$ cat config.mk
export PLATFORM = sky130hd
export DESIGN_NAME = median11_profile_despike
export DESIGN_NICKNAME = d
export VERILOG_FILES = /design/src/hw/rtl/mf11_pkg.sv /design/src/hw/rtl/median11_profile_despike.sv /design/src/hw/rtl/mf11_cell.sv /design/src/hw/rtl/mf11_seq.sv
export SDC_FILE = /design/constraint.sdc
export NUM_CORES = 2
export LEC_CHECK = 0
export ABC_AREA = 1
export BUFFER_PORTS_ARGS = -buffer_cell sky130_fd_sc_hd__buf_2
export CAP_MARGIN = 20
export CORE_AREA = 4 4 309 311
export CTS_CLUSTER_DIAMETER = 30
export CTS_CLUSTER_SIZE = 8
export DETAILED_ROUTE_END_ITERATION = 10
export DIE_AREA = 0 0 313 315
export GPL_ROUTABILITY_DRIVEN = 1
export GPL_TIMING_DRIVEN = 0
export PLACE_DENSITY = 0.77
export REMOVE_ABC_BUFFERS = 1
export SLEW_MARGIN = 40
export SYNTH_ARGS = -nofsm -noshare
export SYNTH_HDL_FRONTEND = slang
export SYNTH_HIERARCHICAL = 1
export SYNTH_SLANG_ARGS = --single-unit
export TNS_END_PERCENT = 1
$ cat constraint.sdc
create_clock -name clk -period 23.5 [get_ports clk]
set_clock_uncertainty 0.1 [all_clocks]
set_input_delay 1.175 -clock clk [delete_from_list [all_inputs] [get_ports clk]]
set_output_delay 1.175 -clock clk [all_outputs]
set_load 0.03 [all_outputs]
$ cat src/hw/rtl/mf11_pkg.sv
// Shared types for the 11-tap median despike filter.
`default_nettype none
package mf11_pkg;

	typedef struct packed {
		logic load;
		logic use_norm;
		logic use_median;
		logic last;
	} emit_t;

endpackage
`default_nettype wire

$ cat src/hw/rtl/median11_profile_despike.sv
// Top level of the streaming 11-tap median despike filter.
//
//   channel | handshake                    | payload
//   --------+------------------------------+-------------------------------
//   input   | sample_valid / sample_stall  | sample, last_in
//   output  | result_valid / result_stall  | value, was_filtered, last_out
//
// One sample per cycle while sample_stall is low: the sorted cell chain inserts the new
// sample and drops the oldest in the cycle it is taken. Results trail inputs by HALF_WINDOW
// samples; a result passes the sequencer and then the output register before it leaves.
// A last sample adds up to HALF_WINDOW drain results, one per cycle while result_stall is
// low; sample_stall stays high until the final one is sent.
// Reset clears the chain to zeros and starts a new profile.
`default_nettype none
module median11_profile_despike #(
	parameter int HALF_WINDOW = 5,
	parameter int SAMPLE_BITS = 32
) (
	input  wire                           clk,
	input  wire                           arst_n,
	input  wire                           sample_valid,
	output logic                          sample_stall,
	input  wire signed [SAMPLE_BITS-1:0]  sample,
	input  wire                           last_in,
	output logic                          result_valid,
	input  wire                           result_stall,
	output logic signed [SAMPLE_BITS-1:0] value,
	output logic                          was_filtered,
	output logic                          last_out
);

	localparam int WIN      = 2 * HALF_WINDOW + 1;
	localparam int AGE_BITS = $clog2(WIN);
	localparam int CNT_BITS = $clog2(WIN + 1);
	localparam int IDX_BITS = $clog2(HALF_WINDOW + 1);

	logic signed [SAMPLE_BITS-1:0] val_w   [WIN];
	logic        [AGE_BITS-1:0]    age_w   [WIN];
	logic                          lt_w    [WIN];
	logic signed [SAMPLE_BITS-1:0] c_val_w [WIN];
	logic        [AGE_BITS-1:0]    c_age_w [WIN];
	logic                          cl_w    [WIN];
	logic                          pre_w   [WIN];

	logic signed [SAMPLE_BITS-1:0] tap_q [HALF_WINDOW+1];

	mf11_pkg::emit_t       emit;
	logic [IDX_BITS-1:0]   drain_idx;
	logic                  in_ready;
	logic                  accept;
	logic                  out_free;
	logic signed [SAMPLE_BITS-1:0] nxt_value;

	logic signed [SAMPLE_BITS-1:0] value_q;
	logic                          filt_q;
	logic                          last_q;
	logic                          valid_q;

	assign sample_stall = !in_ready;
	assign accept       = sample_valid & in_ready;
	assign out_free     = !valid_q | !result_stall;

	mf11_seq #(
		.HALF_WINDOW (HALF_WINDOW),
		.WIN         (WIN),
		.CNT_BITS    (CNT_BITS),
		.IDX_BITS    (IDX_BITS)
	) u_seq (
		.clk       (clk),
		.arst_n    (arst_n),
		.in_valid  (sample_valid),
		.in_last   (last_in),
		.out_free  (out_free),
		.in_ready  (in_ready),
		.emit      (emit),
		.drain_idx (drain_idx)
	);

	for (genvar i = 0; i < WIN; i++) begin : g_cell
		logic signed [SAMPLE_BITS-1:0] r_val;
		logic        [AGE_BITS-1:0]    r_age;
		logic                          r_lt;
		logic signed [SAMPLE_BITS-1:0] l_val;
		logic        [AGE_BITS-1:0]    l_age;
		logic                          l_cl;
		logic                          l_pre;

		if (i < WIN - 1) begin : g_right
			assign r_val = val_w[i+1];
			assign r_age = age_w[i+1];
			assign r_lt  = lt_w[i+1];
		end else begin : g_end
			assign r_val = val_w[i];
			assign r_age = age_w[i];
			assign r_lt  = 1'b0;
		end

		if (i > 0) begin : g_left
			assign l_val = c_val_w[i-1];
			assign l_age = c_age_w[i-1];
			assign l_cl  = cl_w[i-1];
			assign l_pre = pre_w[i-1];
		end else begin : g_head
			assign l_val = sample;
			assign l_age = '0;
			assign l_cl  = 1'b1;
			assign l_pre = 1'b0;
		end

		mf11_cell #(
			.SAMPLE_BITS (SAMPLE_BITS),
			.AGE_BITS    (AGE_BITS),
			.OLDEST      (WIN - 1),
			.INIT_AGE    (i)
		) u_cell (
			.clk        (clk),
			.arst_n     (arst_n),
			.en         (accept),
			.x          (sample),
			.right_val  (r_val),
			.right_age  (r_age),
			.right_lt   (r_lt),
			.left_c_val (l_val),
			.left_c_age (l_age),
			.left_cl    (l_cl),
			.prefix_in  (l_pre),
			.val        (val_w[i]),
			.age        (age_w[i]),
			.lt         (lt_w[i]),
			.c_val      (c_val_w[i]),
			.c_age      (c_age_w[i]),
			.cl         (cl_w[i]),
			.prefix_out (pre_w[i])
		);
	end

	// raw delay line, newest first
	always_ff @(posedge clk) begin
		if (accept) begin
			tap_q[0] <= sample;
			for (int k = 1; k <= HALF_WINDOW; k++) begin
				tap_q[k] <= tap_q[k-1];
			end
		end
	end

	always_comb begin
		if (emit.use_norm) begin
			nxt_value = emit.use_median ? val_w[HALF_WINDOW] : tap_q[HALF_WINDOW];
		end else begin
			nxt_value = tap_q[drain_idx];
		end
	end

	always_ff @(posedge clk or negedge arst_n) begin
		if (!arst_n) begin
			valid_q <= 1'b0;
		end else if (out_free) begin
			valid_q <= emit.load;
		end
	end

	always_ff @(posedge clk) begin
		if (out_free && emit.load) begin
			value_q <= nxt_value;
			filt_q  <= emit.use_median;
			last_q  <= emit.last;
		end
	end

	assign result_valid = valid_q;
	assign value        = value_q;
	assign was_filtered = filt_q;
	assign last_out     = last_q;

endmodule
`default_nettype wire

$ cat src/hw/rtl/mf11_cell.sv
// One cell of the sorted window chain: holds a sample and its age.
`default_nettype none
module mf11_cell #(
	parameter int SAMPLE_BITS = 32,
	parameter int AGE_BITS    = 4,
	parameter int OLDEST      = 10,
	parameter int INIT_AGE    = 0
) (
	input  wire                          clk,
	input  wire                          arst_n,
	input  wire                          en,
	input  wire signed [SAMPLE_BITS-1:0] x,
	input  wire signed [SAMPLE_BITS-1:0] right_val,
	input  wire        [AGE_BITS-1:0]    right_age,
	input  wire                          right_lt,
	input  wire signed [SAMPLE_BITS-1:0] left_c_val,
	input  wire        [AGE_BITS-1:0]    left_c_age,
	input  wire                          left_cl,
	input  wire                          prefix_in,
	output logic signed [SAMPLE_BITS-1:0] val,
	output logic       [AGE_BITS-1:0]    age,
	output logic                         lt,
	output logic signed [SAMPLE_BITS-1:0] c_val,
	output logic       [AGE_BITS-1:0]    c_age,
	output logic                         cl,
	output logic                         prefix_out
);

	localparam logic [AGE_BITS-1:0] OLDEST_AGE = AGE_BITS'(OLDEST);
	localparam logic [AGE_BITS-1:0] RESET_AGE  = AGE_BITS'(INIT_AGE);

	logic signed [SAMPLE_BITS-1:0] val_q;
	logic        [AGE_BITS-1:0]    age_q;
	logic signed [SAMPLE_BITS-1:0] nxt_val;
	logic        [AGE_BITS-1:0]    nxt_age;

	assign val        = val_q;
	assign age        = age_q;
	assign lt         = val_q < x;
	assign prefix_out = prefix_in | (age_q == OLDEST_AGE);

	// close the gap left by the oldest entry
	always_comb begin
		if (prefix_out) begin
			c_val = right_val;
			c_age = right_age;
			cl    = right_lt;
		end else begin
			c_val = val_q;
			c_age = age_q;
			cl    = lt;
		end
	end

	// insert the new sample in order
	always_comb begin
		if (cl) begin
			nxt_val = c_val;
			nxt_age = c_age + AGE_BITS'(1);
		end else if (left_cl) begin
			nxt_val = x;
			nxt_age = '0;
		end else begin
			nxt_val = left_c_val;
			nxt_age = left_c_age + AGE_BITS'(1);
		end
	end

	always_ff @(posedge clk or negedge arst_n) begin
		if (!arst_n) begin
			val_q <= '0;
			age_q <= RESET_AGE;
		end else if (en) begin
			val_q <= nxt_val;
			age_q <= nxt_age;
		end
	end

endmodule
`default_nettype wire

$ cat src/hw/rtl/mf11_seq.sv
// Profile position counter and result sequencer for the despike filter.
`default_nettype none
module mf11_seq #(
	parameter int HALF_WINDOW = 5,
	parameter int WIN         = 11,
	parameter int CNT_BITS    = 4,
	parameter int IDX_BITS    = 3
) (
	input  wire                   clk,
	input  wire                   arst_n,
	input  wire                   in_valid,
	input  wire                   in_last,
	input  wire                   out_free,
	output logic                  in_ready,
	output mf11_pkg::emit_t       emit,
	output logic [IDX_BITS-1:0]   drain_idx
);

	localparam logic [CNT_BITS-1:0] HALF_C = CNT_BITS'(HALF_WINDOW);
	localparam logic [CNT_BITS-1:0] WIN_C  = CNT_BITS'(WIN);
	localparam logic [IDX_BITS-1:0] HALF_D = IDX_BITS'(HALF_WINDOW);

	logic [CNT_BITS-1:0] seen_q;
	logic                norm_q;
	logic                full_q;
	logic                last_q;
	logic [IDX_BITS-1:0] drain_q;
	logic                has_pend;
	logic                final_one;
	logic                fire;
	logic                accept;
	logic [CNT_BITS-1:0] n;

	assign has_pend  = norm_q | (drain_q != '0);
	assign final_one = norm_q ? (drain_q == '0) : (drain_q == IDX_BITS'(1));
	assign fire      = has_pend & out_free;
	assign in_ready  = !has_pend | (fire & final_one);
	assign accept    = in_valid & in_ready;
	assign n         = (seen_q == WIN_C) ? WIN_C : seen_q + CNT_BITS'(1);
	assign drain_idx = drain_q - IDX_BITS'(1);

	always_comb begin
		emit.load       = fire;
		emit.use_norm   = norm_q;
		emit.use_median = norm_q & full_q;
		emit.last       = last_q & final_one;
	end

	always_ff @(posedge clk or negedge arst_n) begin
		if (!arst_n) begin
			seen_q  <= '0;
			norm_q  <= 1'b0;
			full_q  <= 1'b0;
			last_q  <= 1'b0;
			drain_q <= '0;
		end else if (accept) begin
			norm_q <= n > HALF_C;
			full_q <= n == WIN_C;
			last_q <= in_last;
			seen_q <= in_last ? '0 : n;
			if (in_last) begin
				drain_q <= (n < HALF_C) ? IDX_BITS'(n) : HALF_D;
			end else begin
				drain_q <= '0;
			end
		end else if (fire) begin
			if (norm_q) begin
				norm_q <= 1'b0;
			end else begin
				drain_q <= drain_q - IDX_BITS'(1);
			end
		end
	end

endmodule
`default_nettype wire

==> flow_summary_export.csv <==
group,metric,value,unit
sta,setup_viol,0,
sta,max_freq,0.101,GHz
route,drtAntennaViolNets,0,
floorplanning,placeableCoreArea,92800,sq um
route,drcViolationCount,0,
critical_path,critPathRequiredTime,24080,ps
sta,relSlewSlack,9.05,%
grt,grt-ovfl-total,0,
route,wl,154,mm
clock_tree,htreeDepth,4,
pwr,p_switching,4.52,mW
final_layout,fin_cells,8481,
clock_tree,worstSkewPairLatency,760,ps
pwr,peakVddDrop,0.0000834,V
clock_tree,cts_buffer_depth,3,
clock_tree,root_buffer,"clkbuf_16",
grt,grt_pass1_wl,246,mm
critical_path,crit_path_max_incr_delay,730,ps
pwr,clock_power_share,23.0,%
sta,worst_pin_slew,1360,ps
clock_tree,cts-resized-gates,0,
run_status,status,"completed",
pwr,seqPwrFrac,22.8,%
floorplanning,rows,112,
final_layout,fin_nets,7499,
final_layout,post-route-util,60.8,%
final_layout,area_growth,11.3,%
place,dp_hpwl,101,mm
route,viasPerCell,5.76,
floorplanning,ioPinCount,73,
pwr,intPower,4.78,mW
clock_tree,clk_pin_slew,40,ps
synth,yosys_warnings,6,
clock_tree,hold_buffers,0,
grt,track_usage,30.6,%
final_layout,drive_above_1_share,12.0,%
critical_path,endpoint_kind,"flop",
sta,hold_ws,200,ps
synth,synth_cells,7251,
critical_path,crit_type,"flop to flop",
place,io_buffers,72,
route,wl_per_cell,18.1,um
grt,grt_pass1_vias,45640,
clock_tree,cts_inserted_buffers,159,
grt,grt_max_degree,97,
floorplanning,die_w,313,um
route,firstDrtPassIters,8,
sta,layout_min_cycle_time,9880,ps
pwr,combinationalPowerShare,54.2,%
route,drt-initial-drc-count,5705,
critical_path,cp_slowest_cell,"or2_2",
critical_path,cp_max_fo,41,
worst_hold_path,worstHoldPathType,"primary input to asynchronous set/reset pin",
floorplanning,dieArea,98600,sq um
clock_tree,clkSinkCount,633,
route,vias,48855,
critical_path,arrival,10460,ps
floorplanning,initial_utilization,54.7,%
pwr,p_sw_share,48.6,%
sta,rsz0062_at_grt,"no",
sta,hold_violations,0,
synth,syn_area,50700,sq um
synth,syn_area_per_cell,6.99,sq um
pwr,p_leak,29.3,nW
final_layout,mostFrequentLayoutCells,"1855 x nand2_1, 1339 x nand3_1, 880 x inv_1",
clock_tree,cts_tree,"done",
sta,timing.final.max_slew_violations,0,
clock_tree,postCtsSetupRepairBufs,0,
place,dp_cells,8188,
place,gp_routability_congestion,0.942,
final_layout,final_common_cell,"nand2_1",
floorplanning,fp.dieH,315,um
critical_path,cp-start-kind,"flop",
pwr,powerDensity,165,nW/um^2
grt,antenna_found_initial,1,
job,max_cap_violations,0,
sta,fin_crit_sh,42.1,%
## routing by layer
metal	global-route usage [%]	wire length, um	up-vias
li1	-	-	23704
met1	42.8	66200	22441
met2	45.8	65100	2344
met3	5.46	14800	366
met4	14.8	7750	0
met5	0	0	-
## layout make-up
cell class	count	area, sq um
fillers	8290	36300
multi-input cells	5294	28200
flip-flops and latches	633	17000
clock buffers	210	4390
inverters	913	3470
well taps	1254	1570
clock inverters	81	938
repair buffers	94	898
diodes	2	5.00
## registers in the layout (all words and copies together) (netlist names)
register	cells
u_seq/drain_q	3
value	32
tap_q	192
u_seq/norm_q	1
u_seq/last_q	1
was_filtered	1
last_out	1
result_valid	1
u_seq/seen_q	4
g_cell.u_cell/val	352
u_seq/full_q	1
g_cell.u_cell/age	44
## worst paths after layout
path | slack [ps] | cells after the start | endpoint | from
min in group clk | 330 | 0 | tap_q[2][29] | tap_q[1][29]
worst max-delay path | 13620 | 28 | g_cell[10].u_cell/val[23] | g_cell[0].u_cell/age[2]
worst min register to register | 330 | 0 | tap_q[2][29] | tap_q[1][29]
worst min-delay path | 200 | 1 | g_cell[0].u_cell/val[3] | arst_n
worst max register to register | 13620 | 28 | g_cell[10].u_cell/val[23] | g_cell[0].u_cell/age[2]
max in group asynchronous | 21640 | 4 | g_cell[6].u_cell/age[1] | arst_n
## power groups by stage
stage	logic, mW	registers (mW)	clock network [mW]
2_1_floorplan	3.67	1.99	0
3_3_place_gp	4.82	2.15	0
3_5_place_dp	4.87	2.11	0
4_1_cts	4.94	2.10	2.16
5_1_grt	5.66	2.16	2.23
6_report	5.04	2.12	2.14
## metrics by stage
step	total power [mW]	area [sq um]	TNS (ps)	setup WS (ps)
after floorplan	5.67	48400	0	6150
after global placement	6.97	50400	-1142130	-3070
after detailed placement	6.97	51100	0	13870
after CTS	9.20	56400	0	13830
after global routing	10.1	56400	0	12790
final	9.30	56400	0	13620
## worst max-delay path, delay by kind of cell (launching register included)
family | cells | cell delay [ps]
flops | 1 | 370
buf+inv | 12 | 1900
simple gates | 16 | 7310
No activity file was read; power rests on OpenSTA's default activity.
